**src/rtl/core/sdre_pkg.sv**
```systemverilog
package sdre_pkg;

    // Digit store geometry
    localparam int NUM_DIGITS = 8;
    localparam int DIGIT_IDX_W = $clog2(NUM_DIGITS);

    // Request operation codes
    localparam logic [1:0] OP_WRITE_DIGIT = 2'd0;
    localparam logic [1:0] OP_REFRESH     = 2'd1;
    localparam logic [1:0] OP_INIT        = 2'd2;

    // Controller command bytes
    localparam logic [7:0] CMD_DATA_AUTO  = 8'h44;
    localparam logic [7:0] CMD_DISP_CTRL  = 8'h88;
    localparam logic [7:0] CMD_ADDR_BASE  = 8'hC0;
    localparam logic [7:0] CMD_DATA_FIXED = 8'h40;

    // Byte position inside one refresh row
    localparam logic [1:0] PH_ADDR = 2'd0;
    localparam logic [1:0] PH_CMD  = 2'd1;
    localparam logic [1:0] PH_COL  = 2'd2;

    typedef enum logic [1:0] {
        ST_IDLE,
        ST_REFRESH,
        ST_INIT
    } seq_state_t;

    // Hex nibble to segment pattern (bit 0 = segment a)
    function automatic logic [7:0] seg_font(input logic [3:0] nib);
        logic [7:0] pat;
        case (nib)
            4'h0:    pat = 8'b00111111;
            4'h1:    pat = 8'b00000110;
            4'h2:    pat = 8'b01011011;
            4'h3:    pat = 8'b01001111;
            4'h4:    pat = 8'b01100110;
            4'h5:    pat = 8'b01101101;
            4'h6:    pat = 8'b01111101;
            4'h7:    pat = 8'b00000111;
            4'h8:    pat = 8'b01111111;
            4'h9:    pat = 8'b01101111;
            4'hA:    pat = 8'b01110111;
            4'hB:    pat = 8'b01111100;
            4'hC:    pat = 8'b00111001;
            4'hD:    pat = 8'b01011110;
            4'hE:    pat = 8'b01111001;
            default: pat = 8'b01110001;
        endcase
        return pat;
    endfunction

endpackage

```
**src/rtl/core/segment_display_refresh_engine.sv**
```systemverilog
// Write-digit request: stored at the accepting edge, no output bytes; one request per cycle.
// Refresh request: 24 bytes, the first registered after the state register enters refresh,
// then one per cycle while the output is not stalled; no request is taken during a refresh.
// Initialize request: 2 bytes, one per cycle unless stalled. Next request accepted
// once the last byte is in the output register. Async active-low reset blanks all digits,
// sets brightness to 1 and empties the output register.
module segment_display_refresh_engine (
    input  logic        clk,
    input  logic        rst_n,
    // request: [1:0] operation, [4:2] digit_index, [8:5] hex_value, rest zero
    input  logic        s_tvalid,
    output logic        s_tready,
    input  logic [15:0] s_tdata,
    // result: [7:0] tx_byte
    output logic        m_tvalid,
    input  logic        m_tready,
    output logic [7:0]  m_tdata,
    // result: [0] frame_end
    output logic        m_tuser,
    output logic        m_tlast,
    // brightness register write
    input  logic        cfg_valid,
    output logic        cfg_ready,
    input  logic [2:0]  cfg_data
);
    import sdre_pkg::*;

    seq_state_t       state_reg, state_next;
    logic [2:0]       row_reg, row_next;
    logic [1:0]       phase_reg, phase_next;
    logic [2:0]       bright_reg;
    logic [7:0]       digit_reg [NUM_DIGITS];
    logic             m_tvalid_reg;
    logic [7:0]       m_tdata_reg;
    logic             m_tuser_reg;
    logic             m_tlast_reg;

    logic [1:0]             in_op;
    logic [DIGIT_IDX_W-1:0] in_idx;
    logic [3:0]             in_hex;
    logic                   s_accept;
    logic                   out_free;
    logic                   emit;
    logic [7:0]             emit_byte;
    logic                   emit_fend;
    logic                   emit_last;
    logic [7:0]             col_byte;

    assign in_op  = s_tdata[1:0];
    assign in_idx = s_tdata[4:2];
    assign in_hex = s_tdata[8:5];

    assign s_tready  = (state_reg == ST_IDLE);
    assign s_accept  = s_tvalid && s_tready;
    assign cfg_ready = 1'b1;
    assign out_free  = !m_tvalid_reg || m_tready;

    assign m_tvalid = m_tvalid_reg;
    assign m_tdata  = m_tdata_reg;
    assign m_tuser  = m_tuser_reg;
    assign m_tlast  = m_tlast_reg;

    // Transpose unit: picks bit row_reg out of every digit
    always_comb
    begin
        for (int d = 0; d < NUM_DIGITS; d++)
        begin
            col_byte[d] = digit_reg[d][row_reg];
        end
    end

    // Sequencer: next state and byte to emit
    always_comb
    begin
        state_next = state_reg;
        row_next   = row_reg;
        phase_next = phase_reg;
        emit       = 1'b0;
        emit_byte  = CMD_DATA_FIXED;
        emit_fend  = 1'b0;
        emit_last  = 1'b0;
        unique case (state_reg)
            ST_IDLE:
            begin
                row_next   = 3'd0;
                phase_next = PH_ADDR;
                if (s_accept && in_op == OP_REFRESH)
                begin
                    state_next = ST_REFRESH;
                end
                else if (s_accept && in_op == OP_INIT)
                begin
                    state_next = ST_INIT;
                end
            end
            ST_REFRESH:
            begin
                emit = out_free;
                unique case (phase_reg)
                    PH_ADDR:
                    begin
                        emit_byte = CMD_ADDR_BASE | {4'd0, row_reg, 1'b0};
                        emit_fend = 1'b1;
                    end
                    PH_CMD:
                    begin
                        emit_byte = CMD_DATA_FIXED;
                        emit_fend = 1'b0;
                    end
                    default:
                    begin
                        emit_byte = col_byte;
                        emit_fend = 1'b1;
                        emit_last = (row_reg == 3'd7);
                    end
                endcase
                if (out_free)
                begin
                    if (phase_reg == PH_COL)
                    begin
                        phase_next = PH_ADDR;
                        row_next   = row_reg + 3'd1;
                        if (row_reg == 3'd7)
                        begin
                            state_next = ST_IDLE;
                        end
                    end
                    else
                    begin
                        phase_next = phase_reg + 2'd1;
                    end
                end
            end
            ST_INIT:
            begin
                emit      = out_free;
                emit_fend = 1'b1;
                if (phase_reg == PH_ADDR)
                begin
                    emit_byte = CMD_DATA_AUTO;
                end
                else
                begin
                    emit_byte = CMD_DISP_CTRL | {5'd0, bright_reg};
                    emit_last = 1'b1;
                end
                if (out_free)
                begin
                    if (phase_reg == PH_ADDR)
                    begin
                        phase_next = PH_CMD;
                    end
                    else
                    begin
                        phase_next = PH_ADDR;
                        state_next = ST_IDLE;
                    end
                end
            end
            default:
            begin
                state_next = ST_IDLE;
            end
        endcase
    end

    // Sequencer registers
    always_ff @(posedge clk or negedge rst_n)
    begin
        if (!rst_n)
        begin
            state_reg <= ST_IDLE;
            row_reg   <= 3'd0;
            phase_reg <= PH_ADDR;
        end
        else
        begin
            state_reg <= state_next;
            row_reg   <= row_next;
            phase_reg <= phase_next;
        end
    end

    // Output register
    always_ff @(posedge clk or negedge rst_n)
    begin
        if (!rst_n)
        begin
            m_tvalid_reg <= 1'b0;
        end
        else if (out_free)
        begin
            m_tvalid_reg <= emit;
        end
    end

    always_ff @(posedge clk)
    begin
        if (emit)
        begin
            m_tdata_reg <= emit_byte;
            m_tuser_reg <= emit_fend;
            m_tlast_reg <= emit_last;
        end
    end

    // Brightness register
    always_ff @(posedge clk or negedge rst_n)
    begin
        if (!rst_n)
        begin
            bright_reg <= 3'd1;
        end
        else if (cfg_valid && cfg_ready)
        begin
            bright_reg <= cfg_data;
        end
    end

    // Digit store, blank at reset
    always_ff @(posedge clk or negedge rst_n)
    begin
        if (!rst_n)
        begin
            for (int d = 0; d < NUM_DIGITS; d++)
            begin
                digit_reg[d] <= 8'd0;
            end
        end
        else if (s_accept && in_op == OP_WRITE_DIGIT)
        begin
            digit_reg[in_idx] <= seg_font(in_hex);
        end
    end

`ifndef SYNTHESIS
    // Refresh only walks the three byte phases of a row
    a_refresh_phase: assert property (@(posedge clk) disable iff (!rst_n)
        state_reg == ST_REFRESH |-> phase_reg != 2'd3)
        else $error("refresh phase out of range");

    // A refresh request starts the refresh walk
    a_refresh_start: assert property (@(posedge clk) disable iff (!rst_n)
        s_accept && in_op == OP_REFRESH |=> state_reg == ST_REFRESH && row_reg == 3'd0)
        else $error("refresh did not start at row zero");

    // Initialize never touches the row counter
    a_init_row: assert property (@(posedge clk) disable iff (!rst_n)
        state_reg == ST_INIT |-> row_reg == 3'd0)
        else $error("row counter moved during initialize");

    // Only the data command byte keeps chip enable asserted
    a_open_frame: assert property (@(posedge clk) disable iff (!rst_n)
        m_tvalid_reg && !m_tuser_reg |-> m_tdata_reg == CMD_DATA_FIXED)
        else $error("open frame on a byte other than the data command");
`endif

endmodule

```
**config.mk**
```make
export PLATFORM = sky130hd
export DESIGN_NAME = segment_display_refresh_engine
export DESIGN_NICKNAME = d
export VERILOG_FILES = /design/src/rtl/core/sdre_pkg.sv /design/src/rtl/core/segment_display_refresh_engine.sv
export SDC_FILE = /design/constraint.sdc
export NUM_CORES = 1
export LEC_CHECK = 0
export ABC_AREA = 0
export BUFFER_PORTS_ARGS = -buffer_cell sky130_fd_sc_hd__clkbuf_2
export CORE_MARGIN = 3
export CORE_UTILIZATION = 25
export CTS_CLUSTER_SIZE = 28
export DETAILED_ROUTE_END_ITERATION = 16
export SLEW_MARGIN = 20
export SYNTH_ARGS = -nofsm -noshare
export SYNTH_HDL_FRONTEND = slang
export SYNTH_SLANG_ARGS = --single-unit
```
**constraint.sdc**
```tcl
create_clock -name clk -period 2.7 [get_ports clk]
set_input_delay 0.27 -clock clk [delete_from_list [all_inputs] [get_ports clk]]
set_output_delay 0.27 -clock clk [all_outputs]
set_load 0.02 [all_outputs]
```
==> key figures, run 1 <==
Outcome
  – Status: finished, violations left
  – Failing checks: hold timing

Floorplan
  – Die area: 17200 sq um
  – Num ports: 37
  – Num rows: 45
  – Core ar.: 15300 sq um
  – Die width: 131 um
  – Starting Density: 25.7%
  – Die Ht: 131 um

Power
  – Clk network pwr share: 27.5%
  – Comb pwr share: 28.0%
  – Power Total: 4.15 mW
  – Maximum vdd drop: 0.296 mV
  – Pwr Density: 897 nW/um^2
  – Leakage: 1.95 nW
  – Switch share: 30.6%
  – Psw: 1.27 mW
  – Sequential share of power: 44.5%
  – Cell Int Power: 2.88 mW

STA
  – Skew final: 0.00633 ns
  – Crit path time final: 2.34 ns
  – Slew of the pin with the lowest slew margin: 0.836 ns
  – Final setup violation count: 0
  – Unrepaired setup endpoints after global routing: no
  – Setup TNS: 0 ns
  – Final worst slack: 0.363 ns
  – Fmax: 428 MHz
  – Final worst-path cycle share: 86.6%
  – Slew Limit Fails: 0
  – Hold WS: -0.0114 ns
  – Slew margin rel.: 44.3%
  – Fin. Hold Viols: 17

Synthesis
  – Post-synth EDFFs: 10
  – Yosys warnings: 0
  – Seq/Total Area, Yosys: 50.4%
  – Synth unique cells: 48
  – Mapped cell area: 3920 sq um
  – Post-Synthesis Cells: 315
  – Yosys reg bits: 77
  – Synthesized area per cell: 12.5 sq um
  – Predominant post-synthesis flop cell: dfrtp_1
  – Async SR Flop Fraction: 87.0%
  – Syn nets: 352

GRT
  – Grt peak-use layer: met2
  – GRT met2 Usage: 15.7%
  – First-pass GRT wire length: 13.8 mm
  – GR met1 Demand/Resource: 13.6%
  – Gr ovfl total: 0
  – GR met3 Demand/Resource: 2.30%
  – GRT Util Overall: 10.1%
  – Initial antenna violation count: 0
  – Largest net degree at the start of global routing: 42
  – Vias in the first global route: 2511

CTS
  – CTS Hold Bufs: 0
  – Num CTS Buffers: 9
  – Clock Sinks: 77
  – CTS Root Cell: clkbuf_16
  – Worst-path clk slew: 0.06 ns
  – # resized after CTS: 0
  – Clock tree buffer depth: 2
  – Clk_lat worst skew: 0.33 ns
  – Postcts setup bufs: 0
  – CTS tree: done
  – H-tree Lvls: 3

Final layout
  – Layout Nets: 385
  – Core Util, Final: 30.3%
  – Ant. Diodes: 0
  – Commonest non-fill, non-tap cell in the layout: dfrtp_1
  – Max reg flops: 56
  – Area growth from synthesis to layout: 18.0%
  – Layout cells sized above 1: 35.4%
  – Most frequent cells in the layout: 66 x dfrtp_1, 60 x mux2_2, 28 x clkbuf_2
  – Finished Cell Area: 4630 sq um
  – Finished Layout Cells: 564

Critical path
  – Top Family by Delay on Critical Path: simple AND/OR/NAND/NOR gates
  – Critical Path Fanout Max: 7
  – CP required: 2.92 ns
  – Critical Path Sink Type: flip-flop
  – CP max-delay cell: or4_1
  – Worst-path cell chain: inv_1 -> ha_1 -> nand2_1 -> or4_1 -> nor3b_4 -> mux2_2
  – Critical path class: reg -> reg
  – Worst EP arrival: 2.55 ns
  – Delay of the slowest cell on the worst path: 0.62 ns
  – Startpoint types: flip-flop
  – Buf/Inv on CP: 1

Drt
  – DRC: 0
  – Wire per inst: 14.6 um
  – Initial DRT Pass Iterations: 4
  – Vias per cell: 4.50
  – Routed vias: 2538
  – DRT iter0 DRCs: 94
  – Post-route ant nets: 0
  – WL final: 8.21 mm

Placement
  – Placement Setup Slack: 0.366 ns
  – HPWL Detailed: 5.85 mm
  – RePlAce Congestion: 0.763
  – DP Area: 4340 sq um
  – Port buffer count: 28
  – Placed insts: 548

Min path
  – Hold WC Path Type: in -> async

Job
  – Max-cap violations: 0
==> path summary, 6_finish.rpt <==
kind / from / to / slack, ns / cells after the start
max: state_reg[0] / digit_reg[40] / 0.36 / 6
min reg2reg: digit_reg[59] / digit_reg[59] / 0.50 / 1
max reg2reg: state_reg[0] / digit_reg[40] / 0.36 / 6
min in group clk: cfg_data[0] / bright_reg[0] / 0.17 / 2
min: rst_n / phase_reg[1] / -0.01 / 1
max in group asynchronous: rst_n / digit_reg[32] / 2.04 / 2
==> logic make-up after synthesis <==
logic type	Yosys count	synth area share, %
DFF	77	50.4
muxes	77	24.1
other	1	0.0956
and+or+nand+nor	77	10.8
adders and majority gates	13	4.15
buffers and inverters	22	2.30
xor gates and xnor gates	1	0.223
AOI/OAI and AO/OA	47	7.91
==> routing by layer <==
metal  up-vias  part of all wire, %
met5         -                    0
met4         0                  1.6
met3        12                  3.2
met2        37                   46
met1      1268                   49
li1       1221                    -
==> area by class of cell <==
type,instances,area (sq um)
fill,1541,10600
sequential,77,1980
multi-input combinational,216,1860
tap,211,264
clock buffer,11,254
timing repair buffer,36,213
clock inverter,5,33.8
inverter,8,30.0
==> power by group through the flow <==
stage | Combinational, mW | Clock, mW | Sequential, mW
after floorplan | 0.783 | 0 | 1.88
after global placement | 1.14 | 0 | 1.84
after detailed placement | 1.17 | 0 | 1.87
after CTS | 1.18 | 1.17 | 1.85
after global routing | 1.29 | 1.23 | 1.89
final | 1.16 | 1.14 | 1.85
==> Yosys cell counts, types with 3 or more instances <==
library cell  number  share of area (%)
mux2i_1            9                2.3
dfrtp_1           66                 42
o211ai_1           4               0.77
inv_1              8               0.77
o21ai_0           12                1.5
mux2_2            60                 17
buf_2              3               0.38
a21oi_1            8                1.0
nand2_1           23                2.2
nor2b_1            8                1.3
clkbuf_1           9               0.86
edfxtp_1          10                7.7
a211oi_1           3               0.57
nand2b_1           5               0.80
o21bai_1           3               0.57
nor3_1             3               0.38
nand3b_1           5               0.96
nor2_1            20                1.9
mux4_2             8                4.6
ha_1              13                4.1
Note: power is estimated with default switching activity, not from simulation.
==> run 2: changes to the inputs <==
--- a/config.mk
+++ b/config.mk
@@ -6,11 +6,12 @@
 export NUM_CORES = 1
 export LEC_CHECK = 0
 export ABC_AREA = 0
-export BUFFER_PORTS_ARGS = -buffer_cell sky130_fd_sc_hd__clkbuf_2
+export BUFFER_PORTS_ARGS = -buffer_cell sky130_fd_sc_hd__buf_2
 export CORE_MARGIN = 3
-export CORE_UTILIZATION = 25
+export CORE_UTILIZATION = 59
 export CTS_CLUSTER_SIZE = 28
 export DETAILED_ROUTE_END_ITERATION = 16
+export PLACE_DENSITY = 0.79
 export SLEW_MARGIN = 20
 export SYNTH_ARGS = -nofsm -noshare
 export SYNTH_HDL_FRONTEND = slang
==> run 2 against run 1 <==
  * The flow now finishes without violations
  * Clock skew up 0.0012 ns
  * Setup slack worse by 0.15 ns
  * Worst hold slack better by 0.17 ns
  * Die area shrank 56%
  * Fmax down 5.9%
==> key figures, run 2 (synthesized netlist as in run 1, its figures left out) <==
Min path
  – Hold WC Path Type: in -> reg
  – Start point of the worst hold path: cfg_data[2]
  – Worst hold path endpoint: bright_reg[2]
  – WHS Path Cells: 2

Critical path
  – Startpoint types: flip-flop
  – CP max-delay cell: or4_1
  – Worst EP arrival: 2.71 ns (+0.16 ns)
  – R2r setup slk: 0.22 ns (-0.15 ns)
  – Delay of the slowest cell on the worst path: 0.62 ns (about the same)
  – Critical Path Fanout Max: 7 (unchanged)
  – Buf/Inv on CP: 1 (unchanged)
  – FF-to-FF path depth: 6 (unchanged)
  – Top Family by Delay on Critical Path: simple AND/OR/NAND/NOR gates
  – R2r endpoint: digit_reg[45]
  – Worst-path cell chain: inv_1 -> ha_1 -> nand2_1 -> or4_1 -> nor3b_4 -> mux2_2
  – CP required: 2.93 ns (about the same)
  – Critical Path Sink Type: flip-flop
  – Critical path class: reg -> reg
  – Reg2Reg Launch Point: state_reg[0]

CTS
  – Clk_lat worst skew: 0.35 ns (+0.02 ns)
  – Postcts setup bufs: 0 (unchanged)
  – Clock Sinks: 77 (unchanged)
  – Worst-path clk slew: 0.07 ns (about the same)
  – Num CTS Buffers: 9 (unchanged)
  – # resized after CTS: 0 (unchanged)
  – CTS Root Cell: clkbuf_8
  – CTS tree: done
  – Clock tree buffer depth: 2 (unchanged)
  – CTS Hold Bufs: 1 (+1)
  – H-tree Lvls: 3 (unchanged)

Outcome
  – Status: complete, no violations

Drt
  – Initial DRT Pass Iterations: 4 (unchanged)
  – WL final: 7.37 mm (-10%)
  – Wire per inst: 17.1 um (+17%)
  – Routed vias: 2543 (+0.20%)
  – DRC: 0 (unchanged)
  – Vias per cell: 5.90 (+31%)
  – Post-route ant nets: 0 (unchanged)
  – DRT iter0 DRCs: 166 (+77%)

STA
  – Slew of the pin with the lowest slew margin: 0.786 ns (-0.0501 ns)
  – Fin. Hold Viols: 0 (-17)
  – Setup TNS: 0 ns (unchanged)
  – Crit path time final: 2.48 ns (+0.147 ns)
  – Slew margin rel.: 47.6% (+3.3 points)
  – Fmax: 403 MHz (-5.9%)
  – Slew Limit Fails: 0 (unchanged)
  – Final setup violation count: 0 (unchanged)
  – Final worst-path cycle share: 92.0% (+5.4 points)
  – Hold WS: 0.154 ns (+0.165 ns)
  – Final worst slack: 0.216 ns (-0.147 ns)
  – Unrepaired setup endpoints after global routing: no
  – Skew final: 0.00752 ns (+0.00118 ns)

Floorplan
  – Starting Density: 61.4% (+36 points)
  – Core ar.: 6390 sq um (-58%)
  – Die area: 7670 sq um (-56%)
  – Num rows: 29 (-36%)
  – Die Ht: 87.6 um (-33%)
  – Die width: 87.6 um (-33%)
  – Num ports: 37 (unchanged)

Job
  – Max-cap violations: 0 (unchanged)

Final layout
  – Max reg flops: 56 (unchanged)
  – Area growth from synthesis to layout: 11.2%
  – Layout cells sized above 1: 35.3% (-0.10 points)
  – Commonest non-fill, non-tap cell in the layout: dfrtp_1
  – Layout Nets: 386 (+0.26%)
  – Most frequent cells in the layout: 66 x dfrtp_1, 60 x mux2_2, 28 x buf_2
  – Ant. Diodes: 0 (unchanged)

Placement
  – HPWL Detailed: 5.33 mm (-8.9%)
  – Port buffer count: 28 (unchanged)
  – RePlAce Congestion: 0.787 (+3.2%)
  – Placement Setup Slack: 0.255 ns (-0.111 ns)

GRT
  – Largest net degree at the start of global routing: 33 (-21%)
  – GRT Util Overall: 21.0% (+11 points)
  – First-pass GRT wire length: 12.1 mm (-12%)
  – Initial antenna violation count: 0 (unchanged)
  – Gr ovfl total: 0 (unchanged)
  – Vias in the first global route: 2448 (-2.5%)

Power
  – Maximum vdd drop: 0.668 mV (+130%)
  – Pwr Density: 873 nW/um^2 (-2.7%)
  – Leakage: 1.91 nW (-2.0%)
==> run 2: changes by cell type in the layout (fill, tap and decap cells not counted), sizes merged <==
cell,previous run,this run
dlygate4sd3,0,1
bufinv,0,1
clkinvlp,2,0
clkinv,2,4
inv,9,8
clkbuf,39,11
buf,8,36
==> run 2: worst max path at each step <==
stage / start / cells after the start / to
after CTS: state_reg[0] / 6 / digit_reg[45]
after floorplan: state_reg[0] / 7 / digit_reg[40]
final: state_reg[0] / 6 / digit_reg[45]
after detailed placement: state_reg[0] / 6 / digit_reg[26]
after global routing: state_reg[0] / 6 / digit_reg[45]
after global placement: state_reg[0] / 6 / digit_reg[26]
==> run 2: cell type report <==
cell class / count / area [sq um]
tap: 77 / 96.3
inverter: 8 / 30.0
clock inverter: 5 / 50.0
sequential: 77 / 1980
clock buffer: 11 / 141
multi-input combinational: 216 / 1860
timing repair buffer: 37 / 210
fill: 467 / 2020
==> run 2: report_power, final <==
group	internal, mW	switching (mW)
Sequential	1.63	0.207
Combinational	0.553	0.578
Clock	0.446	0.389
Total	2.63	1.17
==> run 2: per-layer routing <==
layer / wire length, um / track usage (%) / up-vias / part of all wire, %
li1: - / - / 1213 / -
met3: 368 / 6.68 / 7 / 5.0
met1: 3280 / 26.6 / 1274 / 44
met4: 70 / 5.44 / 0 / 0.95
met2: 3660 / 35.3 / 49 / 50
met5: 0 / 0 / - / 0
==> run 2: through the flow <==
| stage | power [mW] | std cells | util (%) | cell area [sq um] |
|---|---|---|---|---|
| finish | 3.81 | 431 | 68.3 | 4360 |
| CTS | 3.83 | 431 | 68.3 | 4360 |
| global route | 4.04 | 431 | 68.3 | 4360 |
| floorplan | 2.66 | 315 | - | 3920 |
| detailed placement | 2.99 | 414 | 65.1 | 4160 |
| global placement | 2.93 | 414 | 65.1 | 4160 |
